$ cat src/ckx_pkg.sv
package ckx_pkg;

    typedef struct packed {
        logic [7:0] in_byte;
        logic       is_last;
    } in_item_t;

    typedef struct packed {
        logic [1:0] part;
        logic [7:0] key_byte;
        logic [1:0] verdict;
        logic       end_of_run;
    } out_item_t;

    typedef struct packed {
        logic [1:0] count;
        out_item_t  first;
        out_item_t  second;
    } res_pair_t;

    localparam logic [7:0] TAG_SEQ      = 8'h30;
    localparam logic [7:0] TAG_VERSION  = 8'ha0;
    localparam logic [7:0] TAG_OID      = 8'h06;
    localparam logic [7:0] TAG_BITS     = 8'h03;
    localparam logic [7:0] TAG_INT      = 8'h02;
    localparam logic [7:0] EC_UNCOMP    = 8'h04;
    localparam logic [7:0] LEN_MASK     = 8'h7f;
    localparam logic [31:0] EC_BITS_LEN = 32'd66;

    localparam logic [1:0] PART_POINT   = 2'd0;
    localparam logic [1:0] PART_MOD     = 2'd1;
    localparam logic [1:0] PART_EXP     = 2'd2;
    localparam logic [1:0] PART_VERDICT = 2'd3;

    localparam logic [1:0] VERD_P256 = 2'd0;
    localparam logic [1:0] VERD_RSA  = 2'd1;
    localparam logic [1:0] VERD_REJ  = 2'd2;

    localparam int CAND_EC   = 0;
    localparam int CAND_RSA  = 1;
    localparam int CAND_P256 = 2;

    localparam logic [1:0] KIND_NONE = 2'd0;
    localparam logic [1:0] KIND_EC   = 2'd1;
    localparam logic [1:0] KIND_RSA  = 2'd2;

    function automatic logic [7:0] oid_ec_byte(input logic [3:0] i);
        logic [7:0] r;
        unique case (i)
            4'd0: r = 8'h2a;
            4'd1: r = 8'h86;
            4'd2: r = 8'h48;
            4'd3: r = 8'hce;
            4'd4: r = 8'h3d;
            4'd5: r = 8'h02;
            4'd6: r = 8'h01;
            default: r = 8'h00;
        endcase
        return r;
    endfunction

    function automatic logic [7:0] oid_rsa_byte(input logic [3:0] i);
        logic [7:0] r;
        unique case (i)
            4'd0: r = 8'h2a;
            4'd1: r = 8'h86;
            4'd2: r = 8'h48;
            4'd3: r = 8'h86;
            4'd4: r = 8'hf7;
            4'd5: r = 8'h0d;
            4'd6: r = 8'h01;
            4'd7: r = 8'h01;
            4'd8: r = 8'h01;
            default: r = 8'h00;
        endcase
        return r;
    endfunction

    function automatic logic [7:0] oid_p256_byte(input logic [3:0] i);
        logic [7:0] r;
        unique case (i)
            4'd0: r = 8'h2a;
            4'd1: r = 8'h86;
            4'd2: r = 8'h48;
            4'd3: r = 8'hce;
            4'd4: r = 8'h3d;
            4'd5: r = 8'h03;
            4'd6: r = 8'h01;
            4'd7: r = 8'h07;
            default: r = 8'h00;
        endcase
        return r;
    endfunction

endpackage

$ cat src/ckx_chan_if.sv
interface ckx_chan_if #(parameter type payload_t = logic);
    logic     valid;
    logic     ready;
    payload_t payload;

    modport source (output valid, output payload, input ready);
    modport sink (input valid, input payload, output ready);
endinterface

$ cat src/ckx_parser.sv
module ckx_parser #(
    parameter int MAX_LENGTH_BYTES = 4
) (
    input  logic              clk,
    input  logic              rst_n,
    input  logic              accept,
    input  ckx_pkg::in_item_t item,
    output ckx_pkg::res_pair_t res
);
    import ckx_pkg::*;

    typedef enum logic [4:0] {
        PH_CERT_HDR, PH_TBS_HDR, PH_TBS_FIRST, PH_SKIP_HDR, PH_SKIP_BODY,
        PH_SPKI_HDR, PH_ALGO_HDR, PH_OID_HDR, PH_OID_BODY, PH_PARAM_HDR,
        PH_PARAM_BODY, PH_ALGO_REST, PH_BITS_HDR, PH_BITS_UNUSED, PH_EC_PREFIX,
        PH_EC_POINT, PH_RSA_HDR, PH_N_HDR, PH_N_BODY, PH_E_HDR, PH_E_BODY,
        PH_DONE, PH_FAIL
    } phase_t;

    phase_t      phase_reg, phase_next;
    logic [31:0] pos_reg, pos_next;
    logic [31:0] ends_reg [6];
    logic [5:0]  ends_we;
    logic [31:0] elem_reg, elem_next;
    logic [7:0]  tag_reg, tag_next;
    logic [31:0] acc_reg, acc_next;
    logic [2:0]  left_reg, left_next;
    logic [2:0]  skip_reg, skip_next;
    logic [2:0]  flags_reg, flags_next;
    logic [3:0]  oidx_reg, oidx_next;
    logic [1:0]  kind_reg, kind_next;
    logic        first_reg, first_next;
    logic        rej_reg, rej_next;
    logic [1:0]  hstage_reg, hstage_next;

    logic [32:0] nxt, vend, pend;
    logic [7:0]  b;
    logic [6:0]  nb;
    logic [2:0]  sk;
    logic        hdr_done, fault, emit, at_end;
    logic [1:0]  emit_part, verd;

    always_comb
    begin
        b = item.in_byte;
        nxt = {1'b0, pos_reg} + 33'd1;
        at_end = (nxt == {1'b0, elem_reg});
        phase_next = phase_reg;
        pos_next = (&pos_reg) ? pos_reg : pos_reg + 32'd1;
        ends_we = '0;
        elem_next = elem_reg;
        tag_next = tag_reg;
        acc_next = acc_reg;
        left_next = left_reg;
        skip_next = skip_reg;
        flags_next = flags_reg;
        oidx_next = oidx_reg;
        kind_next = kind_reg;
        first_next = first_reg;
        rej_next = rej_reg;
        hstage_next = hstage_reg;
        hdr_done = 1'b0;
        fault = 1'b0;
        emit = 1'b0;
        emit_part = PART_POINT;
        nb = b[6:0] & LEN_MASK[6:0];
        sk = '0;
        vend = '0;
        pend = '0;
        verd = VERD_REJ;

        unique case (phase_reg)
            PH_SKIP_BODY:
            begin
                if (at_end)
                begin
                    sk = (skip_reg != 3'd0) ? skip_reg - 3'd1 : 3'd0;
                    skip_next = sk;
                    phase_next = (sk == 3'd0) ? PH_SPKI_HDR : PH_SKIP_HDR;
                end
            end
            PH_OID_BODY, PH_PARAM_BODY:
            begin
                if (phase_reg == PH_OID_BODY)
                begin
                    if (b != oid_ec_byte(oidx_reg)) flags_next[CAND_EC] = 1'b0;
                    if (b != oid_rsa_byte(oidx_reg)) flags_next[CAND_RSA] = 1'b0;
                end
                else if (b != oid_p256_byte(oidx_reg))
                begin
                    flags_next[CAND_P256] = 1'b0;
                end
                if (oidx_reg != 4'd15) oidx_next = oidx_reg + 4'd1;
                if (at_end)
                begin
                    if (phase_reg == PH_OID_BODY && flags_next[CAND_EC])
                    begin
                        kind_next = KIND_EC;
                        phase_next = PH_PARAM_HDR;
                    end
                    else if ((phase_reg == PH_OID_BODY && flags_next[CAND_RSA]) ||
                             (phase_reg == PH_PARAM_BODY && flags_next[CAND_P256]))
                    begin
                        if (phase_reg == PH_OID_BODY) kind_next = KIND_RSA;
                        elem_next = ends_reg[3];
                        phase_next = (nxt == {1'b0, ends_reg[3]}) ? PH_BITS_HDR : PH_ALGO_REST;
                    end
                    else
                    begin
                        fault = 1'b1;
                    end
                end
            end
            PH_ALGO_REST:
            begin
                if (at_end) phase_next = PH_BITS_HDR;
            end
            PH_BITS_UNUSED:
            begin
                if (b != 8'd0) fault = 1'b1;
                else phase_next = (kind_reg == KIND_EC) ? PH_EC_PREFIX : PH_RSA_HDR;
            end
            PH_EC_PREFIX:
            begin
                if (b != EC_UNCOMP) fault = 1'b1;
                else
                begin
                    elem_next = ends_reg[4];
                    phase_next = PH_EC_POINT;
                end
            end
            PH_EC_POINT:
            begin
                emit = 1'b1;
                emit_part = PART_POINT;
                if (at_end) phase_next = PH_DONE;
            end
            PH_N_BODY, PH_E_BODY:
            begin
                emit = !(first_reg && b == 8'd0 && nxt < {1'b0, elem_reg});
                emit_part = (phase_reg == PH_N_BODY) ? PART_MOD : PART_EXP;
                first_next = 1'b0;
                if (at_end) phase_next = (phase_reg == PH_N_BODY) ? PH_E_HDR : PH_DONE;
            end
            PH_DONE, PH_FAIL:
            begin
            end
            default:
            begin
                unique case (hstage_reg)
                    2'd0:
                    begin
                        tag_next = b;
                        hstage_next = 2'd1;
                    end
                    2'd1:
                    begin
                        if (!b[7])
                        begin
                            acc_next = {24'd0, b};
                            hstage_next = 2'd0;
                            hdr_done = 1'b1;
                        end
                        else if (nb == 7'd0 || nb > 7'(MAX_LENGTH_BYTES))
                        begin
                            hstage_next = 2'd0;
                            fault = 1'b1;
                        end
                        else
                        begin
                            acc_next = '0;
                            left_next = nb[2:0];
                            hstage_next = 2'd2;
                        end
                    end
                    default:
                    begin
                        acc_next = {acc_reg[23:0], b};
                        if (left_reg != 3'd0) left_next = left_reg - 3'd1;
                        if (left_next == 3'd0)
                        begin
                            hstage_next = 2'd0;
                            hdr_done = 1'b1;
                        end
                    end
                endcase

                if (hdr_done)
                begin
                    vend = nxt + {1'b0, acc_next};
                    unique case (phase_reg)
                        PH_CERT_HDR: pend = {1'b0, 32'hffff_ffff};
                        PH_TBS_HDR: pend = {1'b0, ends_reg[0]};
                        PH_TBS_FIRST, PH_SKIP_HDR, PH_SPKI_HDR: pend = {1'b0, ends_reg[1]};
                        PH_ALGO_HDR, PH_BITS_HDR: pend = {1'b0, ends_reg[2]};
                        PH_OID_HDR, PH_PARAM_HDR: pend = {1'b0, ends_reg[3]};
                        PH_RSA_HDR: pend = {1'b0, ends_reg[4]};
                        default: pend = {1'b0, ends_reg[5]};
                    endcase
                    if (vend > pend) fault = 1'b1;
                    else
                    begin
                        unique case (phase_reg)
                            PH_CERT_HDR, PH_TBS_HDR, PH_SPKI_HDR, PH_ALGO_HDR, PH_RSA_HDR:
                            begin
                                if (tag_next != TAG_SEQ) fault = 1'b1;
                                else
                                begin
                                    unique case (phase_reg)
                                        PH_CERT_HDR:
                                        begin
                                            ends_we[0] = 1'b1;
                                            phase_next = PH_TBS_HDR;
                                        end
                                        PH_TBS_HDR:
                                        begin
                                            ends_we[1] = 1'b1;
                                            phase_next = PH_TBS_FIRST;
                                        end
                                        PH_SPKI_HDR:
                                        begin
                                            ends_we[2] = 1'b1;
                                            phase_next = PH_ALGO_HDR;
                                        end
                                        PH_ALGO_HDR:
                                        begin
                                            ends_we[3] = 1'b1;
                                            phase_next = PH_OID_HDR;
                                        end
                                        default:
                                        begin
                                            ends_we[5] = 1'b1;
                                            phase_next = PH_N_HDR;
                                        end
                                    endcase
                                end
                            end
                            PH_TBS_FIRST, PH_SKIP_HDR:
                            begin
                                sk = skip_reg;
                                if (phase_reg == PH_TBS_FIRST)
                                    sk = (tag_next == TAG_VERSION) ? 3'd6 : 3'd5;
                                skip_next = sk;
                                elem_next = vend[31:0];
                                phase_next = PH_SKIP_BODY;
                                if (acc_next == 32'd0)
                                begin
                                    sk = (sk != 3'd0) ? sk - 3'd1 : 3'd0;
                                    skip_next = sk;
                                    phase_next = (sk == 3'd0) ? PH_SPKI_HDR : PH_SKIP_HDR;
                                end
                            end
                            PH_OID_HDR, PH_PARAM_HDR:
                            begin
                                if (tag_next != TAG_OID) fault = 1'b1;
                                else
                                begin
                                    oidx_next = '0;
                                    elem_next = vend[31:0];
                                    if (phase_reg == PH_OID_HDR)
                                    begin
                                        flags_next = '0;
                                        flags_next[CAND_EC] = (acc_next == 32'd7);
                                        flags_next[CAND_RSA] = (acc_next == 32'd9);
                                        phase_next = PH_OID_BODY;
                                    end
                                    else
                                    begin
                                        flags_next = '0;
                                        flags_next[CAND_P256] = (acc_next == 32'd8);
                                        phase_next = PH_PARAM_BODY;
                                    end
                                    if (acc_next == 32'd0) fault = 1'b1;
                                end
                            end
                            PH_BITS_HDR:
                            begin
                                if (tag_next != TAG_BITS || acc_next == 32'd0 ||
                                    (kind_reg == KIND_EC && acc_next != EC_BITS_LEN))
                                    fault = 1'b1;
                                else
                                begin
                                    ends_we[4] = 1'b1;
                                    phase_next = PH_BITS_UNUSED;
                                end
                            end
                            PH_N_HDR, PH_E_HDR:
                            begin
                                if (tag_next != TAG_INT || acc_next == 32'd0) fault = 1'b1;
                                else
                                begin
                                    elem_next = vend[31:0];
                                    first_next = 1'b1;
                                    phase_next = (phase_reg == PH_N_HDR) ? PH_N_BODY : PH_E_BODY;
                                end
                            end
                            default: fault = 1'b1;
                        endcase
                    end
                end
            end
        endcase

        if (fault)
        begin
            rej_next = 1'b1;
            phase_next = PH_FAIL;
        end

        if (phase_next == PH_DONE && !rej_next && {1'b0, ends_reg[0]} <= nxt)
            verd = (kind_next == KIND_EC) ? VERD_P256 :
                   ((kind_next == KIND_RSA) ? VERD_RSA : VERD_REJ);

        res.first = '{part: emit_part, key_byte: b, verdict: VERD_P256,
                      end_of_run: !item.is_last};
        res.second = '{part: PART_VERDICT, key_byte: 8'd0, verdict: verd, end_of_run: 1'b1};
        if (!accept) res.count = 2'd0;
        else res.count = 2'(emit) + 2'(item.is_last);
        if (!emit) res.first = res.second;

        if (item.is_last)
        begin
            phase_next = PH_CERT_HDR;
            pos_next = '0;
            tag_next = '0;
            acc_next = '0;
            left_next = '0;
            skip_next = '0;
            flags_next = '1;
            oidx_next = '0;
            kind_next = KIND_NONE;
            first_next = 1'b1;
            rej_next = 1'b0;
            hstage_next = 2'd0;
        end
    end

    always_ff @(posedge clk)
    begin
        if (accept)
        begin
            elem_reg <= elem_next;
            for (int i = 0; i < 6; i++)
            begin
                if (ends_we[i]) ends_reg[i] <= vend[31:0];
            end
        end
    end

    always_ff @(posedge clk or negedge rst_n)
    begin
        if (!rst_n)
        begin
            phase_reg <= PH_CERT_HDR;
            pos_reg <= '0;
            tag_reg <= '0;
            acc_reg <= '0;
            left_reg <= '0;
            skip_reg <= '0;
            flags_reg <= '1;
            oidx_reg <= '0;
            kind_reg <= KIND_NONE;
            first_reg <= 1'b1;
            rej_reg <= 1'b0;
            hstage_reg <= 2'd0;
        end
        else if (accept)
        begin
            phase_reg <= phase_next;
            pos_reg <= pos_next;
            tag_reg <= tag_next;
            acc_reg <= acc_next;
            left_reg <= left_next;
            skip_reg <= skip_next;
            flags_reg <= flags_next;
            oidx_reg <= oidx_next;
            kind_reg <= kind_next;
            first_reg <= first_next;
            rej_reg <= rej_next;
            hstage_reg <= hstage_next;
        end
    end

endmodule

$ cat src/ckx_out_fifo.sv
module ckx_out_fifo (
    input  logic               clk,
    input  logic               rst_n,
    input  ckx_pkg::res_pair_t push,
    output logic               room,
    output logic               out_valid,
    input  logic               out_ready,
    output ckx_pkg::out_item_t out_item
);
    import ckx_pkg::*;

    out_item_t   mem [4];
    logic [1:0]  wptr_reg, rptr_reg;
    logic [2:0]  cnt_reg;
    logic        pop;

    assign room = (cnt_reg <= 3'd2);
    assign out_valid = (cnt_reg != 3'd0);
    assign out_item = mem[rptr_reg];
    assign pop = out_valid && out_ready;

    always_ff @(posedge clk)
    begin
        if (push.count != 2'd0) mem[wptr_reg] <= push.first;
        if (push.count == 2'd2) mem[wptr_reg + 2'd1] <= push.second;
    end

    always_ff @(posedge clk or negedge rst_n)
    begin
        if (!rst_n)
        begin
            wptr_reg <= '0;
            rptr_reg <= '0;
            cnt_reg <= '0;
        end
        else
        begin
            wptr_reg <= wptr_reg + push.count;
            if (pop) rptr_reg <= rptr_reg + 2'd1;
            cnt_reg <= cnt_reg + {1'b0, push.count} - {2'b0, pop};
        end
    end

`ifndef SYNTHESIS
    a_cnt_bound: assert property (@(posedge clk) disable iff (!rst_n) cnt_reg <= 3'd4)
        else $error("result queue count out of range");
    a_push_room: assert property (@(posedge clk) disable iff (!rst_n)
        push.count != 2'd0 |-> room)
        else $error("results pushed without room");
    a_pop_only: assert property (@(posedge clk) disable iff (!rst_n)
        pop && push.count == 2'd0 |=> cnt_reg == $past(cnt_reg) - 3'd1)
        else $error("queue count did not drop on pop");
`endif

endmodule

$ cat src/cert_public_key_extractor.sv
// Each request moves one certificate byte; one byte is taken per cycle while the result queue has room.
// Results are registered in a four-entry result queue when the byte is taken.
// Bytes are held off only while three or more results wait in the queue.
// Asynchronous active-low reset returns the parser to the certificate tag and empties the queue.
module cert_public_key_extractor #(
    parameter int MAX_LENGTH_BYTES = 4
) (
    input  logic       clk,
    input  logic       rst_n,
    ckx_chan_if.sink   din,
    ckx_chan_if.source dout
);
    import ckx_pkg::*;

    res_pair_t res;
    logic      room;
    logic      accept;

    assign din.ready = room;
    assign accept = din.valid && room;

    ckx_parser #(.MAX_LENGTH_BYTES(MAX_LENGTH_BYTES)) u_parser (
        .clk    (clk),
        .rst_n  (rst_n),
        .accept (accept),
        .item   (din.payload),
        .res    (res)
    );

    ckx_out_fifo u_fifo (
        .clk       (clk),
        .rst_n     (rst_n),
        .push      (res),
        .room      (room),
        .out_valid (dout.valid),
        .out_ready (dout.ready),
        .out_item  (dout.payload)
    );

endmodule
$ cat src/flat_wrapper.sv
// flat-port wrapper written by rule: the top's interface ports become plain ports
module cert_public_key_extractor_flat import ckx_pkg::*;
#(
    parameter int MAX_LENGTH_BYTES = 4
)
  (clk, rst_n, din_valid, din_payload, din_ready, dout_valid, dout_payload, dout_ready);
  ckx_chan_if din_i ();
  ckx_chan_if dout_i ();
  input  logic clk;
  input  logic rst_n;
  input wire logic [$bits(din_i.valid)-1:0] din_valid;
  input wire logic [$bits(din_i.payload)-1:0] din_payload;
  output wire logic [$bits(din_i.ready)-1:0] din_ready;
  output wire logic [$bits(dout_i.valid)-1:0] dout_valid;
  output wire logic [$bits(dout_i.payload)-1:0] dout_payload;
  input wire logic [$bits(dout_i.ready)-1:0] dout_ready;
  assign din_i.valid = din_valid;
  assign din_i.payload = din_payload;
  assign din_ready = din_i.ready;
  assign dout_valid = dout_i.valid;
  assign dout_payload = dout_i.payload;
  assign dout_i.ready = dout_ready;
  cert_public_key_extractor #(.MAX_LENGTH_BYTES(MAX_LENGTH_BYTES)) u_core (.clk(clk), .rst_n(rst_n), .din(din_i), .dout(dout_i));
endmodule
$ cat config.mk
export PLATFORM = sky130hd
export DESIGN_NAME = cert_public_key_extractor_flat
export DESIGN_NICKNAME = d
export VERILOG_FILES = /design/src/ckx_pkg.sv /design/src/ckx_chan_if.sv /design/src/ckx_parser.sv /design/src/ckx_out_fifo.sv /design/src/cert_public_key_extractor.sv /design/src/flat_wrapper.sv
export SDC_FILE = /design/constraint.sdc
export NUM_CORES = 1
export LEC_CHECK = 0
export BUFFER_PORTS_ARGS = -buffer_cell sky130_fd_sc_hd__buf_2
export CAP_MARGIN = 10
export CORE_UTILIZATION = 31
export DETAILED_ROUTE_END_ITERATION = 7
export GPL_TIMING_DRIVEN = 0
export PLACE_DENSITY = 0.42
export SLEW_MARGIN = 20
export SYNTH_ARGS = -nofsm -noshare
export SYNTH_HDL_FRONTEND = slang
export SYNTH_SLANG_ARGS = --single-unit
$ cat constraint.sdc
create_clock -name clk -period 10.1 [get_ports clk]
set_input_delay 1.01 -clock clk [delete_from_list [all_inputs] [get_ports clk]]
set_output_delay 1.01 -clock clk [all_outputs]
set_load 0.05 [all_outputs]
==> summary.md, run 1 <==
| Metric | Value |
|---|---|
| Simple-gate share of the synthesized area | 0.163 |
| Hold buffers post-CTS | 0 |
| Non-Filler Instances | 2811 |
| GPL Wtd Cong | 0.870 |
| Yosys warns | 0 |
| Pins Over Slew Limit | 0 |
| Via count | 14800 |
| Leak | 9.38 nW |
| Vias in the first global route | 14600 |
| Core Footprint | 60400 µm² |
| Area share of the largest cell type after synthesis | 0.355 |
| Critical Path Source Type | flip-flop |
| Xor/xnor share of the synthesized area | 0.0526 |
| Starting Density | 0.314 |
| Setup slack, reg-to-reg | 0.58 ns |
| # H-tree levels | 2 |
| Maximum clock insertion buffer count | 3 |
| Total global routing overflow | 0 |
| ANT nets after route | 0 |
| VDD IR max | 0.000115 V |
| Inst Count DP | 2731 |
| Final worst path period share | 0.943 |
| CTS root buf | clkbuf_16 |
| Clock transition at the registers of the reported paths | 0.06 ns |
| DR iter-0 viols | 1071 |
| Fin Clk Skew | 0.0447 ns |
| DRT Wirelength | 62.9 mm |
| Fill cells | 6097 |
| Top-count cell post-synth | edfxtp_1 |
| Min Tclk post-route | 9.52 ns |
| Number of synthesized flops with an enable pin | 224 |
| Status | finished, final reports clean |
| Max-Cap Viols | 0 |
| Share of cells above drive strength 1 | 0.0665 |
| Netlist Area Pre-Place | 19000 µm² |
| Final setup fails | 0 |
| Die height | 249 µm |
| Aggregate global-route resource usage | 0.203 |
| Post-synth top flop | edfxtp_1 |
| Relative slew slack | 0.240 |
| Clock sinks | 326 |
| Largest family of logic cells by synthesized area | compound AO/OA/AOI/OAI gates |
| Util after Layout | 0.361 |
| Post-Synthesis Cells | 1899 |
| Slowest stage delay, CP | 0.60 ns |
| R2r endpoint | u_core.u_parser.ends_reg[3][30] |
| Dpl cell area | 20300 µm² |
| Largest net degree at the start of global routing | 71 |
| Worst Path Required | 10.36 ns |
| ANT cells | 0 |
| Area of the multi-input gates | 8990 µm² |
| Synth Register Bits | 326 |
| Mean Syn Cell Area | 9.98 µm² |
| Port Buffer Count | 7 |
| Fmax | 0.105 GHz |
| Async S/R FF share, synth | 0.301 |
| Synth top area cells | edfxtp_1 35%, dfrtp_1 12%, ha_1 6.6%, o21ai_0 4.3%, inv_1 2.9% |
| Synth unique cells | 92 |
| Area Growth Syn to Fin | 15.1% |
| Reg2Reg Launch Point | u_core.u_parser.pos_reg[0] |
| Critical-path top delay cell | nor2_4 |
| Compound-cell area share of the yosys netlist | 0.171 |
| Wire per inst | 22.4 µm |
| FF-to-FF path depth | 31 |
| Worst min-delay path category | in2async |
| Pre-antenna DRT Iters | 7 |
| CP Class | reg2reg |
| Post-DP HPWL | 48.1 mm |
| Pwr/cell area | 238 nW/µm² |
| Initial antenna violation count | 0 |
| Max FFs per register | 192 |
| Crit Path Max Fanout | 17 |
| Critical path data arrival time | 9.78 ns |
| Finished Cell Area | 21800 µm² |
| Largest area contributor in the netlist | edfxtp_1 |
| CTS Buf Count | 42 |
| DRC | 0 |
| Site row count | 90 |
| CP endpoint kind | flip-flop |
| RSZ-0062 raised after global routing | false |
| Clk Latency, worst-skew pair | 0.59 ns |
| Commonest cells post-synth | 224 x edfxtp_1, 162 x o21ai_0, 148 x inv_1 |
| Sequential fraction of the synthesis area | 0.489 |
| Post-synthesis mux area share | 0.00799 |
| Hold WS | 0.315 ns |
| Die footprint | 62100 µm² |
| Final net count | 2104 |
| Die Wd | 249 µm |
| CTS tree | built |
| Worst Tran Pin Value | 1.13 ns |
| Number of vias per cell | 5.27 |
| Final hold violation count | 0 |
| First-pass GRT wire length | 95.0 mm |
| Post-Synth Adder-Cell Area | 0.0692 |
| # IOs | 8 |
| Sequential cell area | 9260 µm² |
[metal layers]
layer	vias up	GRT usage	part of all wire
li1	7093	-	-
met1	7378	0.301	0.51
met3	72	0.0279	0.038
met4	0	0.0422	0.017
met2	267	0.311	0.44
met5	-	0	0
[worst max-delay path: cells and delay by family, from the launching register on]
| kind | cells | cell delay, ns |
|---|---|---|
| compound gates | 11 | 2.96 |
| simple gates | 11 | 3.13 |
| buf+inv | 5 | 1.27 |
| xor+xnor | 2 | 0.76 |
| flops | 1 | 0.42 |
| fa+ha+maj | 2 | 0.62 |
[kinds of logic after synthesis]
group,after synthesis
AND/OR/NAND/NOR,608
AO/OA/AOI/OAI,503
flip-flops,326
buffers and inverters,235
XOR/XNOR,109
adder cells (fa/ha/maj),104
multiplexers,13
other,1
[what timing repair did]
item	4_1_cts	5_1_grt
endpoints found under the setup margin	86	86
pin swaps	0	1
resized for setup	2	3
buffers inserted	0	3
[stage by stage]
step	setup WS [ns]	setup TNS (ns)	total power [W]
4_1_cts	0.244	0	0.00524
6_report	0.577	0	0.00519
2_1_floorplan	1.54	0	0.00293
3_3_place_gp	-3.82	-354.80	0.00365
3_5_place_dp	-0.323	-15.02	0.00367
5_1_grt	0.0669	0	0.00552
[worst max-delay path by stage]
stage,from,to,slack [ns]
after floorplan,u_core.u_parser.pos_reg[0],u_core.u_parser.ends_reg[0][0],1.54
after global placement,u_core.u_parser.pos_reg[0],u_core.u_parser.ends_reg[0][11],-3.82
after detailed placement,u_core.u_parser.pos_reg[0],u_core.u_parser.ends_reg[0][11],-0.32
after CTS,u_core.u_parser.pos_reg[0],u_core.u_parser.ends_reg[0][8],0.24
after global routing,u_core.u_parser.pos_reg[0],u_core.u_parser.ends_reg[3][30],0.07
final,u_core.u_parser.pos_reg[0],u_core.u_parser.ends_reg[3][30],0.58
[cells in the final DEF, fill, tap and decap left out, drive strengths merged, types with 10 or more instances in the layout]
master	n
ha	100
nand4	23
nor3	35
nand2b	20
clkinv	17
buf	36
o21a	12
and2	14
nand3	72
a221oi	33
a22oi	33
and3	21
a211oi	10
conb	32
inv	149
o31ai	10
dfrtp	94
o21ai	171
xor2	54
nand2	137
nor2	135
a31oi	18
xnor2	53
nor4	28
clkbuf	125
nor2b	83
a21o	27
edfxtp	224
a21oi	104
[layout make-up]
type | instances | share of cell area
buffer | 86 | 0.0151
clock buffer | 52 | 0.0508
tap | 782 | 0.0448
sequential | 326 | 0.425
multi-input combinational | 1369 | 0.412
inverter | 149 | 0.0256
timing repair buffer | 23 | 0.0127
clock inverter | 24 | 0.0140
[where the power goes]
part / switching (W) / leakage, nW / internal [W]
Combinational: 0.00143 / 4.95 / 0.000646
Clock: 0.000622 / 0.683 / 0.000916
Sequential: 0.0000610 / 3.75 / 0.00151
(Power assumes the default switching activity.)
==> inputs of run 2 (changes only) <==
--- a/config.mk
+++ b/config.mk
@@ -7,11 +7,15 @@
 export LEC_CHECK = 0
 export BUFFER_PORTS_ARGS = -buffer_cell sky130_fd_sc_hd__buf_2
 export CAP_MARGIN = 10
+export CELL_PAD_IN_SITES_DETAIL_PLACEMENT = 0
+export CELL_PAD_IN_SITES_GLOBAL_PLACEMENT = 1
 export CORE_UTILIZATION = 31
+export CTS_CLUSTER_SIZE = 20
 export DETAILED_ROUTE_END_ITERATION = 7
 export GPL_TIMING_DRIVEN = 0
-export PLACE_DENSITY = 0.42
+export PLACE_DENSITY = 0.5
 export SLEW_MARGIN = 20
 export SYNTH_ARGS = -nofsm -noshare
 export SYNTH_HDL_FRONTEND = slang
+export SYNTH_HIERARCHICAL = 1
 export SYNTH_SLANG_ARGS = --single-unit
==> summary.md, run 2 <==
| Metric | Value |
|---|---|
| Status | finished, final reports clean |
| Area of the multi-input gates | 10700 µm² |
| Critical Path Source Type | flip-flop |
| VDD IR max | 0.000144 V |
| Final net count | 2318 |
| Fmax | 0.104 GHz |
| Pwr/cell area | 234 nW/µm² |
| GPL Wtd Cong | 0.927 |
| Worst min-delay path category | in2async |
| Worst setup margin | 0.456 ns |
| Core Footprint | 66300 µm² |
| Global Route met2 Usage | 0.388 |
| Slowest stage delay, CP | 0.57 ns |
| Fin Clk Skew | 0.0325 ns |
| Clock sinks | 330 |
| Fill cells | 6808 |
| Most common cell after layout, fill and taps aside | edfxtp_1 |
| Via count | 17500 |
| Aggregate global-route resource usage | 0.235 |
| Largest net degree at the start of global routing | 55 |
| RSZ-0062 raised after global routing | false |
| Netlist Area Pre-Place | 20900 µm² |
| Grt met3 use | 0.0286 |
| Leak | 9.48 nW |
| Reg2Reg Launch Point | u_core/u_parser/hstage_reg[0] |
| Relative slew slack | 0.206 |
| FF-to-FF path depth | 36 |
| Worst Path Required | 10.37 ns |
| Bufs and invs on worst path | 9 |
| # IOs | 8 |
| Min Tclk post-route | 9.64 ns |
| Share of cells above drive strength 1 | 0.0769 |
| Port Buffer Count | 7 |
| Design Power | 0.00560 W |
| Wire per inst | 26.0 µm |
| CTS root buf | clkbuf_16 |
| ANT nets after route | 0 |
| Number of vias per cell | 5.64 |
| Yosys warns | 6 |
| Most frequent cells in the layout | 228 x edfxtp_1, 188 x o21ai_0, 143 x nor2_1 |
| Sequential cell area | 9400 µm² |
| M1 GR Usage | 0.319 |
| Dpl ws | -0.186 ns |
| First-pass GRT wire length | 117 mm |
| Final setup fails | 0 |
| Die height | 262 µm |
| Gr busiest metal | met2 |
| Area Growth Syn to Fin | 14.3% |
| Maximum clock insertion buffer count | 3 |
| Final hold violation count | 0 |
| Setup TNS | 0 ns |
| Total global routing overflow | 0 |
| Crit Path Max Fanout | 10 |
| Worst Tran Pin Value | 1.18 ns |
| Final worst path period share | 0.955 |
| Post-Synthesis Cells | 2102 |
| Clock transition at the registers of the reported paths | 0.06 ns |
| CP endpoint kind | flip-flop |
| # H-tree levels | 2 |
| DRT Wirelength | 80.6 mm |
| Hold WS | 0.404 ns |
| Starting Density | 0.316 |
| Setup slack, reg-to-reg | 0.46 ns |
| CTS Buf Count | 43 |
| Vias in the first global route | 17200 |
| DRC | 0 |
| Die footprint | 68600 µm² |
| Site row count | 94 |
| CTS tree | built |
| Mean Syn Cell Area | 9.96 µm² |
| Critical-path top delay cell | xor2_1 |
| Clk Latency, worst-skew pair | 0.59 ns |
| R2r endpoint | u_core/u_parser/ends_reg[5][6] |
| Post-DP HPWL | 62.0 mm |
| Die Wd | 262 µm |
| CP Class | reg2reg |
| Initial antenna violation count | 4 |
| Pre-antenna DRT Iters | 5 |
| DR iter-0 viols | 1706 |
| Hold buffers post-CTS | 0 |
| Max FFs per register | 192 |
| Critical path data arrival time | 9.91 ns |
| Pins Over Slew Limit | 0 |
| Cell family with most CP delay | compound AO/OA/AOI/OAI gates |
| Max-Cap Viols | 0 |
run 2: power by group:
part / total [W] / switching (W) / leakage [nW] / internal (W)
combinational: 0.00249 / 0.00171 / 5.42 / 0.000784
clock: 0.00149 / 0.000618 / 0.652 / 0.000868
sequential: 0.00163 / 0.0000878 / 3.41 / 0.00154
total: 0.00560 / 0.00241 / 9.48 / 0.00319
run 2: repair_timing:
| action | in CTS | in global routing |
|---|---|---|
| pin swaps | 0 | 0 |
| setup buffers | 0 | 2 |
| gates resized for setup | 1 | 1 |
| endpoints found under the setup margin | 88 | 159 |
run 2: metrics by stage:
step            util  cells  cell area [µm²]
3_3_place_gp   0.334   2996            22100
2_1_floorplan      -   2125            21000
4_1_cts        0.361   3098            23900
3_5_place_dp   0.340   3020            22600
5_1_grt        0.361   3100            23900
6_report       0.361   3101            23900
run 2: worst max path at each step:
stage               cells after the start                        endpoint                     startpoint  slack [ns]
CTS                                    32  u_core/u_parser/ends_reg[5][6]  u_core/u_parser/hstage_reg[0]        0.04
floorplan                              30  u_core/u_parser/ends_reg[5][0]  u_core/u_parser/hstage_reg[0]        0.18
finish                                 36  u_core/u_parser/ends_reg[5][6]  u_core/u_parser/hstage_reg[0]        0.46
global placement                       28  u_core/u_parser/ends_reg[5][2]  u_core/u_parser/hstage_reg[0]       -6.18
detailed placement                     32  u_core/u_parser/ends_reg[5][5]  u_core/u_parser/hstage_reg[0]       -0.19
global route                           35  u_core/u_parser/ends_reg[5][5]  u_core/u_parser/hstage_reg[0]        0.12
run 2: area by class of cell:
type / count / share of cell area
multi-input combinational: 1538 / 0.448
tap: 864 / 0.0452
timing repair buffer: 33 / 0.0161
inverter: 133 / 0.0209
buffer: 124 / 0.0213
sequential: 330 / 0.393
clock buffer: 55 / 0.0472
antenna: 1 / 0.000105
clock inverter: 23 / 0.00831
run 2: worst register-to-register path, delay by kind of cell, from the launching register on:
kind / cells / cell delay, ns
AOI/OAI and AO/OA: 15 / 3.77
adders and majority gates: 2 / 0.70
xor gates and xnor gates: 1 / 0.57
buffers and inverters: 9 / 2.16
and+or+nand+nor: 9 / 1.69
DFF: 1 / 0.46
run 2: metal layers:
layer	vias to the layer above	routed length, µm
li1	8092	-
met1	8787	36200
met2	508	37700
met3	95	4360
met4	2	2330
met5	-	13
